$ cat config.mk
export PLATFORM = sky130hd
export DESIGN_NAME = lru_page_table_translate_top
export DESIGN_NICKNAME = d
export VERILOG_FILES = /design/src/rtl/lpt_pkg.sv /design/src/rtl/lru_page_table_translate_top.sv /design/src/rtl/lpt_table.sv /design/src/rtl/lpt_lru_scan.sv
export VERILOG_INCLUDE_DIRS = /design/src /design/src/rtl
export SDC_FILE = /design/constraint.sdc
export NUM_CORES = 2
export LEC_CHECK = 0
export ABC_AREA = 0
export BUFFER_PORTS_ARGS = -buffer_cell sky130_fd_sc_hd__buf_2
export CAP_MARGIN = 20
export CELL_PAD_IN_SITES_DETAIL_PLACEMENT = 0
export CELL_PAD_IN_SITES_GLOBAL_PLACEMENT = 1
export CORE_MARGIN = 2
export CORE_UTILIZATION = 30
export CTS_CLUSTER_SIZE = 10
export DETAILED_ROUTE_END_ITERATION = 16
export HOLD_SLACK_MARGIN = 0.1
export PLACE_DENSITY = 0.6
export SETUP_SLACK_MARGIN = 0.5
export SLEW_MARGIN = 30
export SYNTH_ARGS = -nofsm -noshare
export SYNTH_HDL_FRONTEND = slang
export SYNTH_HIERARCHICAL = 1
export SYNTH_SLANG_ARGS = --single-unit
$ cat constraint.sdc
create_clock -name aclk -period 6.2 [get_ports aclk]
set_clock_uncertainty 0.05 [all_clocks]
set_input_delay 1.24 -clock aclk [delete_from_list [all_inputs] [get_ports aclk]]
set_output_delay 1.24 -clock aclk [all_outputs]
set_load 0.01 [all_outputs]
$ cat src/rtl/lru_page_table_translate_top_macros.svh
// Assertion macros for the LRU page table translator.
// Included by the RTL files that carry assertions; expects aclk and aresetn in scope.
`ifndef LRU_PAGE_TABLE_TRANSLATE_TOP_MACROS_SVH
`define LRU_PAGE_TABLE_TRANSLATE_TOP_MACROS_SVH
`ifndef SYNTHESIS
`define LPT_ASSERT(label, prop) \
    label: assert property (@(posedge aclk) disable iff (!aresetn) prop) \
        else $error("lpt assertion failed");
`define LPT_ASSERT_ALWAYS(label, prop) \
    label: assert property (@(posedge aclk) prop) \
        else $error("lpt assertion failed");
`else
`define LPT_ASSERT(label, prop)
`define LPT_ASSERT_ALWAYS(label, prop)
`endif
`endif

$ cat src/rtl/lpt_pkg.sv
// Shared constants and types for the LRU page table translator.
// No dependencies; used by every module of the block.
package lpt_pkg;

    localparam int VA_WIDTH       = 12;
    localparam int PA_WIDTH       = 10;
    localparam int OFFSET_WIDTH   = 7;
    localparam int PAGE_NUM_WIDTH = VA_WIDTH - OFFSET_WIDTH;
    localparam int STAMP_WIDTH    = 32;
    localparam int COUNT_WIDTH    = 32;

    localparam int PAGES_DEF  = 32;
    localparam int FRAMES_DEF = 8;

    localparam int S_TDATA_W = 16;
    localparam int M_TDATA_W = 48;
    localparam int M_TUSER_W = 2;

    typedef struct packed {
        logic clear;
        logic cmp_en;
    } scan_ctrl_t;

endpackage

$ cat src/rtl/lru_page_table_translate_top.sv
// LRU page table translator, top level: sequencer, counters and output register.
// Depends on lpt_pkg, lpt_table, lpt_lru_scan and the assertion macro header.
// A hit, or a miss while unused frames remain, passes through CHECK and FINISH back to IDLE;
// a miss once all frames are used also passes through SCAN and EVICT, where the victim
// search reads the table memory through its single read port one entry per cycle and
// feeds one shared stamp comparator. s_tready is high only while the block is idle; a finished
// item waits in the output register and does not block the next accept.
`include "lru_page_table_translate_top_macros.svh"

module lru_page_table_translate_top #(
    parameter int PAGES  = lpt_pkg::PAGES_DEF,
    parameter int FRAMES = lpt_pkg::FRAMES_DEF
) (
    input  logic                          aclk,
    input  logic                          aresetn,
    input  logic                          s_tvalid,
    output logic                          s_tready,
    input  logic [lpt_pkg::S_TDATA_W-1:0] s_tdata,  // [11:0] virtual_address
    output logic                          m_tvalid,
    input  logic                          m_tready,
    output logic [lpt_pkg::M_TDATA_W-1:0] m_tdata,  // [9:0] physical_address, [41:10] fault_total
    output logic [lpt_pkg::M_TUSER_W-1:0] m_tuser   // [0] page_fault, [1] evicted
);

    localparam int PAGE_W  = $clog2(PAGES);
    localparam int FRAME_W = (FRAMES > 1) ? $clog2(FRAMES) : 1;
    localparam int NFF_W   = $clog2(FRAMES + 1);
    localparam int SCAN_W  = $clog2(PAGES + 1);
    localparam int OW      = lpt_pkg::OFFSET_WIDTH;

    typedef enum logic [4:0] {
        ST_IDLE   = 5'b00001,
        ST_CHECK  = 5'b00010,
        ST_SCAN   = 5'b00100,
        ST_EVICT  = 5'b01000,
        ST_FINISH = 5'b10000
    } state_t;

    state_t                          state_reg, state_next;
    logic [NFF_W-1:0]                nff_reg, nff_next;
    logic [lpt_pkg::STAMP_WIDTH-1:0] stamp_reg, stamp_next;
    logic [lpt_pkg::COUNT_WIDTH-1:0] fault_cnt_reg, fault_cnt_next;
    logic [SCAN_W-1:0]               scan_idx_reg, scan_idx_next;
    logic                            cmp_en_reg, cmp_en_next;
    logic [PAGE_W-1:0]               cmp_idx_reg;
    logic                            m_tvalid_reg, m_tvalid_next;

    logic [PAGE_W-1:0]               page_reg;
    logic [OW-1:0]                   offset_reg;
    logic [FRAME_W-1:0]              frame_reg;
    logic                            fault_reg;
    logic                            evict_reg;

    logic [lpt_pkg::PA_WIDTH-1:0]    pa_out_reg;
    logic [lpt_pkg::COUNT_WIDTH-1:0] total_out_reg;
    logic                            fault_out_reg;
    logic                            evict_out_reg;

    logic [PAGE_W-1:0]               page_map [2**lpt_pkg::PAGE_NUM_WIDTH];
    logic [PAGE_W-1:0]               page_in;
    logic                            accept;
    logic                            out_load;
    logic                            scan_done;
    logic                            nff_free;

    logic [PAGE_W-1:0]               rd_addr;
    logic [FRAME_W-1:0]              rd_frame;
    logic [lpt_pkg::STAMP_WIDTH-1:0] rd_stamp;
    logic [PAGES-1:0]                valid;
    logic                            wr_en;
    logic                            clr_en;

    lpt_pkg::scan_ctrl_t             scan_ctrl;
    logic                            best_found;
    logic [PAGE_W-1:0]               best_idx;
    logic [FRAME_W-1:0]              best_frame;

    for (genvar g = 0; g < 2**lpt_pkg::PAGE_NUM_WIDTH; g++) begin : g_page_map
        assign page_map[g] = PAGE_W'(g % PAGES);
    end

    assign page_in   = page_map[s_tdata[lpt_pkg::VA_WIDTH-1:OW]];
    assign accept    = s_tvalid && s_tready;
    assign s_tready  = (state_reg == ST_IDLE);
    assign out_load  = (state_reg == ST_FINISH) && (!m_tvalid_reg || m_tready);
    assign scan_done = (scan_idx_reg == SCAN_W'(PAGES)) && cmp_en_reg;
    assign nff_free  = (nff_reg < NFF_W'(FRAMES));
    assign wr_en     = out_load;
    assign clr_en    = (state_reg == ST_EVICT) && best_found;

    assign scan_ctrl.clear  = (state_reg == ST_CHECK);
    assign scan_ctrl.cmp_en = cmp_en_reg;

    always_comb begin
        case (state_reg)
            ST_IDLE: rd_addr = page_in;
            ST_SCAN: rd_addr = scan_idx_reg[PAGE_W-1:0];
            default: rd_addr = page_reg;
        endcase
    end

    always_comb begin
        state_next     = state_reg;
        nff_next       = nff_reg;
        stamp_next     = stamp_reg;
        fault_cnt_next = fault_cnt_reg;
        scan_idx_next  = scan_idx_reg;
        cmp_en_next    = 1'b0;
        m_tvalid_next  = m_tvalid_reg;
        if (m_tready) begin
            m_tvalid_next = 1'b0;
        end
        case (state_reg)
            ST_IDLE: begin
                if (accept) begin
                    state_next = ST_CHECK;
                end
            end
            ST_CHECK: begin
                if (valid[page_reg]) begin
                    state_next = ST_FINISH;
                end else begin
                    fault_cnt_next = fault_cnt_reg + 1'b1;
                    if (nff_free) begin
                        nff_next   = nff_reg + 1'b1;
                        state_next = ST_FINISH;
                    end else begin
                        scan_idx_next = '0;
                        state_next    = ST_SCAN;
                    end
                end
            end
            ST_SCAN: begin
                if (scan_idx_reg != SCAN_W'(PAGES)) begin
                    scan_idx_next = scan_idx_reg + 1'b1;
                    cmp_en_next   = 1'b1;
                end
                if (scan_done) begin
                    state_next = ST_EVICT;
                end
            end
            ST_EVICT: begin
                state_next = ST_FINISH;
            end
            ST_FINISH: begin
                if (out_load) begin
                    stamp_next    = stamp_reg + 1'b1;
                    m_tvalid_next = 1'b1;
                    state_next    = ST_IDLE;
                end
            end
            default: begin
                state_next = ST_IDLE;
            end
        endcase
    end

    always_ff @(posedge aclk) begin
        if (!aresetn) begin
            state_reg     <= ST_IDLE;
            nff_reg       <= '0;
            stamp_reg     <= '0;
            fault_cnt_reg <= '0;
            scan_idx_reg  <= '0;
            cmp_en_reg    <= 1'b0;
            m_tvalid_reg  <= 1'b0;
        end else begin
            state_reg     <= state_next;
            nff_reg       <= nff_next;
            stamp_reg     <= stamp_next;
            fault_cnt_reg <= fault_cnt_next;
            scan_idx_reg  <= scan_idx_next;
            cmp_en_reg    <= cmp_en_next;
            m_tvalid_reg  <= m_tvalid_next;
        end
    end

    always_ff @(posedge aclk) begin
        cmp_idx_reg <= scan_idx_reg[PAGE_W-1:0];
        case (state_reg)
            ST_IDLE: begin
                if (accept) begin
                    page_reg   <= page_in;
                    offset_reg <= s_tdata[OW-1:0];
                end
            end
            ST_CHECK: begin
                evict_reg <= 1'b0;
                if (valid[page_reg]) begin
                    frame_reg <= rd_frame;
                    fault_reg <= 1'b0;
                end else begin
                    frame_reg <= FRAME_W'(nff_reg);
                    fault_reg <= 1'b1;
                end
            end
            ST_EVICT: begin
                frame_reg <= best_found ? best_frame : '0;
                evict_reg <= best_found;
            end
            ST_FINISH: begin
                if (out_load) begin
                    pa_out_reg    <= lpt_pkg::PA_WIDTH'({frame_reg, offset_reg});
                    total_out_reg <= fault_cnt_reg;
                    fault_out_reg <= fault_reg;
                    evict_out_reg <= evict_reg;
                end
            end
            default: begin
            end
        endcase
    end

    lpt_table #(
        .PAGES  (PAGES),
        .FRAMES (FRAMES)
    ) u_table (
        .aclk     (aclk),
        .aresetn  (aresetn),
        .rd_addr  (rd_addr),
        .rd_frame (rd_frame),
        .rd_stamp (rd_stamp),
        .wr_en    (wr_en),
        .wr_addr  (page_reg),
        .wr_frame (frame_reg),
        .wr_stamp (stamp_reg),
        .clr_en   (clr_en),
        .clr_addr (best_idx),
        .valid    (valid)
    );

    lpt_lru_scan #(
        .PAGES  (PAGES),
        .FRAMES (FRAMES)
    ) u_scan (
        .aclk        (aclk),
        .aresetn     (aresetn),
        .ctrl        (scan_ctrl),
        .entry_valid (valid[cmp_idx_reg]),
        .entry_idx   (cmp_idx_reg),
        .entry_frame (rd_frame),
        .entry_stamp (rd_stamp),
        .best_found  (best_found),
        .best_idx    (best_idx),
        .best_frame  (best_frame)
    );

    assign m_tvalid = m_tvalid_reg;
    assign m_tdata  = lpt_pkg::M_TDATA_W'({total_out_reg, pa_out_reg});
    assign m_tuser  = {evict_out_reg, fault_out_reg};

    `LPT_ASSERT(a_busy_after_accept, s_tvalid && s_tready |=> !s_tready)
    `LPT_ASSERT(a_evict_only_on_fault, m_tvalid && m_tuser[1] |-> m_tuser[0])
    `LPT_ASSERT(a_scan_only_when_full, state_reg == ST_SCAN |-> nff_reg == NFF_W'(FRAMES))
    `LPT_ASSERT(a_fault_count_step, state_reg == ST_CHECK && !valid[page_reg] |=> fault_cnt_reg == lpt_pkg::COUNT_WIDTH'($past(fault_cnt_reg) + 1'b1))
    `LPT_ASSERT_ALWAYS(a_reset_idle, !aresetn |=> s_tready && !m_tvalid)

endmodule

$ cat src/rtl/lpt_table.sv
// Page table storage: valid flags in flops, frame and stamp in a memory with one read and one write port.
// Depends on lpt_pkg.
module lpt_table #(
    parameter int PAGES  = lpt_pkg::PAGES_DEF,
    parameter int FRAMES = lpt_pkg::FRAMES_DEF
) (
    input  logic                             aclk,
    input  logic                             aresetn,
    input  logic [$clog2(PAGES)-1:0]         rd_addr,
    output logic [((FRAMES > 1) ? $clog2(FRAMES) : 1)-1:0] rd_frame,
    output logic [lpt_pkg::STAMP_WIDTH-1:0]  rd_stamp,
    input  logic                             wr_en,
    input  logic [$clog2(PAGES)-1:0]         wr_addr,
    input  logic [((FRAMES > 1) ? $clog2(FRAMES) : 1)-1:0] wr_frame,
    input  logic [lpt_pkg::STAMP_WIDTH-1:0]  wr_stamp,
    input  logic                             clr_en,
    input  logic [$clog2(PAGES)-1:0]         clr_addr,
    output logic [PAGES-1:0]                 valid
);

    localparam int FRAME_W = (FRAMES > 1) ? $clog2(FRAMES) : 1;
    localparam int WORD_W  = FRAME_W + lpt_pkg::STAMP_WIDTH;

    logic [WORD_W-1:0] entry_ram [PAGES];
    logic [WORD_W-1:0] rd_data_reg;
    logic [PAGES-1:0]  valid_reg;

    always_ff @(posedge aclk) begin
        if (wr_en) begin
            entry_ram[wr_addr] <= {wr_frame, wr_stamp};
        end
        rd_data_reg <= entry_ram[rd_addr];
    end

    always_ff @(posedge aclk) begin
        if (!aresetn) begin
            valid_reg <= '0;
        end else begin
            if (clr_en) begin
                valid_reg[clr_addr] <= 1'b0;
            end
            if (wr_en) begin
                valid_reg[wr_addr] <= 1'b1;
            end
        end
    end

    assign rd_frame = rd_data_reg[WORD_W-1:lpt_pkg::STAMP_WIDTH];
    assign rd_stamp = rd_data_reg[lpt_pkg::STAMP_WIDTH-1:0];
    assign valid    = valid_reg;

endmodule

$ cat src/rtl/lpt_lru_scan.sv
// Shared stamp comparator that tracks the oldest valid entry during a table sweep.
// Depends on lpt_pkg.
module lpt_lru_scan #(
    parameter int PAGES  = lpt_pkg::PAGES_DEF,
    parameter int FRAMES = lpt_pkg::FRAMES_DEF
) (
    input  logic                             aclk,
    input  logic                             aresetn,
    input  lpt_pkg::scan_ctrl_t              ctrl,
    input  logic                             entry_valid,
    input  logic [$clog2(PAGES)-1:0]         entry_idx,
    input  logic [((FRAMES > 1) ? $clog2(FRAMES) : 1)-1:0] entry_frame,
    input  logic [lpt_pkg::STAMP_WIDTH-1:0]  entry_stamp,
    output logic                             best_found,
    output logic [$clog2(PAGES)-1:0]         best_idx,
    output logic [((FRAMES > 1) ? $clog2(FRAMES) : 1)-1:0] best_frame
);

    localparam int PAGE_W  = $clog2(PAGES);
    localparam int FRAME_W = (FRAMES > 1) ? $clog2(FRAMES) : 1;

    logic                            found_reg;
    logic [PAGE_W-1:0]               best_idx_reg;
    logic [FRAME_W-1:0]              best_frame_reg;
    logic [lpt_pkg::STAMP_WIDTH-1:0] best_stamp_reg;
    logic                            take;

    assign take = ctrl.cmp_en && entry_valid && (!found_reg || entry_stamp < best_stamp_reg);

    always_ff @(posedge aclk) begin
        if (!aresetn) begin
            found_reg <= 1'b0;
        end else if (ctrl.clear) begin
            found_reg <= 1'b0;
        end else if (take) begin
            found_reg <= 1'b1;
        end
    end

    always_ff @(posedge aclk) begin
        if (take) begin
            best_idx_reg   <= entry_idx;
            best_frame_reg <= entry_frame;
            best_stamp_reg <= entry_stamp;
        end
    end

    assign best_found = found_reg;
    assign best_idx   = best_idx_reg;
    assign best_frame = best_frame_reg;

endmodule

==> impl_results.md <==
- Top cells by area, synth: edfxtp_1 (67%), mux2i_1 (11%), dfxtp_1 (5.7%)
- # rows: 156
- Max H-tree Level: 4
- Clock Sinks: between 1000 and 1500
- Initial antenna violation count: 4
- Relative slew slack: a little over a third
- Vias in the first global route: 29300
- #FFs+latches synth: roughly 1400
- Post-CTS Setup Bufs: 0
- Hold Crit Class: reg -> reg
- Final min period: 3863 ps
- Leak: 19.40 nW
- Die Ht: approximately 430 microns
- Cell taking the most area after synthesis: edfxtp_1
- FILL cells: 17210
- RSZ-0062 raised after global routing: false
- Clock Latency Late Sink: between 700 and 800 ps
- CP Launch Type: register
- Post-DP HPWL: 76580 microns
- Grt ovf: 0
- Core box area: 180400 sq um
- CTS tree: yes
- Post-synth ARST share: 0%
- Number of flip-flops in the largest register: approximately 1100
- Status: finished clean
- Pwr Density: 318.4 nW/um^2
- Cell count after synthesis: 3363
- Post-CTS Hold Fix Bufs: 0
- CTS root buffer: clkbuf_16
- Synth warn: 6
- Die Span X: approximately 430 microns
- Worst-path clk slew: about 60 ps
- Layout Utilization: 34.88%
- Vias per inst: 4.929
- Pin count of the biggest net entering global routing: 80
- CTS resizes: 0
- Share of cells above drive strength 1: 12.31%
- First DRT Iteration DRCs: 2280
- Count leader, synth: edfxtp_1
- Nets@finish: around 3600
- WL per Instance: 23.19 microns
- First-pass GRT wire length: around 200000 microns
- Final GP Congestion: about 0.76
- Top FF cell, synth: edfxtp_1
- Total wire length: 139400 microns
- Final Power: 20.03 mW
- IO Count: 72
- TritonCTS buffer count: 160
- Max Root-Sink Buffers: 3
- Max Cap Viol: 0
- Post-route ant nets: 0
- # setup viols final: 0
- Syn-to-layout area delta: 15.66%
- Maximum net fanout on the critical path: 38
- First-pass iteration count of the detailed router: 5
- DRC: 0
- Worst Path Required: between 6000 and 7000 ps
- Most instantiated cells after synthesis: edfxtp_1 (1221), mux2i_1 (588), nand2_1 (174), dfxtp_1 (154), nand3_1 (144)
- Initial core utilization: between 30% and 40%
- Die area: 184700 sq um
- Gr usage total: ~15%
- Synth unique cells: 66
- Max Transition Viols Final: 0
- Setup CP Type: reg -> reg
- Port Buf Inserts: around 60
- Least-Margin Pin Slew: 955.0 ps
- Setup_tns: 0 ps
- Endpoints failing hold: 0
- Crit end category: register
- Mapped cell area: 54390 sq um
- Total number of vias: 29630
- Mean area per synthesized cell: roughly 16 sq um
- Post-synth EDFFs: 1221
- Maximum vdd drop: 0.0002201 V
- Top cell type's share of synthesized area: 67.41%
- Fmax: roughly 0.26 GHz
- Crit path DAT: 4440 ps
- Register area share after synthesis: 73.08%
- Tcrit/Tclk final: 62.31%
## cells in the final DEF, fill, tap and decap left out, types with 39 or more instances in the layout
master,Yosys,routed
edfxtp_1,1221,1221
mux2i_1,588,588
nand2_1,174,173
clkbuf_16,0,165
nand3_1,144,143
a21oi_1,138,137
dfxtp_1,154,133
a22oi_1,115,115
clkbuf_1,61,103
a22o_1,73,73
o21a_1,70,70
buf_4,39,64
buf_2,35,60
nor2_1,78,45
inv_1,44,43
buf_12,4,40
nor3_1,40,39
## worst paths after layout
kind | start | to | slack, ps | depth (start not counted)
worst max-delay path | state_reg[4] | u_table/rd_data_reg[27] | 2340 | 10
worst min-delay path | offset_reg[6] | pa_out_reg[6] | 360 | 0
worst max register to register | state_reg[4] | u_table/rd_data_reg[27] | 2340 | 10
worst min register to register | offset_reg[6] | pa_out_reg[6] | 360 | 0
## through the flow
step                      instances  setup slack (ps)  hold slack [ps]  cell area [sq um]
after global routing           6010              2124            372.4              62900
after global placement         5717              1708            350.8              58040
after detailed placement       5719              1708            356.6              58090
final                          6011              2337            364.4              62910
after CTS                      6008              2108            367.5              62870
after floorplan                3368              1215            279.0              54410
## report_power, final
part           internal, mW  switching (mW)  leakage [nW]  total, mW
Combinational         0.450           0.868          6.61       1.32
Sequential             10.0          0.0585          10.5       10.1
Clock                  5.03            3.60          2.28       8.62
## cell type report
cell class	count	area (sq um)	area share [%]
inverters	46	172.7	0.2745
clock buffers	274	4598	7.310
multi-input cells	1762	13590	21.60
clock inverters	15	180.2	0.2864
repair buffers	167	1623	2.580
diodes	2	5.005	0.007956
flip-flops and latches	1375	39770	63.23
well taps	2370	2965	4.714
## metal layers
layer  vias to the layer above  share of wire [%]  track usage, %
li1                      13440                  -               -
met4                         0                1.9           4.052
met3                       168                3.5           2.095
met1                     15440                 46           20.29
met2                       580                 49           24.73
met5                         -                  0               0
## logic make-up after synthesis
| family | after synthesis | synth area share, % |
|---|---|---|
| simple gates | 591 | 5.459 |
| compound gates | 498 | 6.312 |
| other cells | 1 | 0.006895 |
| fa+ha+maj | 36 | 0.8282 |
| mux | 599 | 11.26 |
| xor+xnor | 32 | 0.5153 |
| buf+inv | 231 | 2.542 |
| flops | 1375 | 73.08 |
## critical path, cell delays in order (launching register included)
cell	delay (ps)
dfxtp_1	440
nor2_1	60
nand2_1	80
nor3_2	90
nand2b_1	260
o21ai_0	700
and2_4	760
buf_4	560
a21oi_1	130
a31oi_1	400
nand3_1	120
Note: power is estimated with default switching activity, not from simulation.
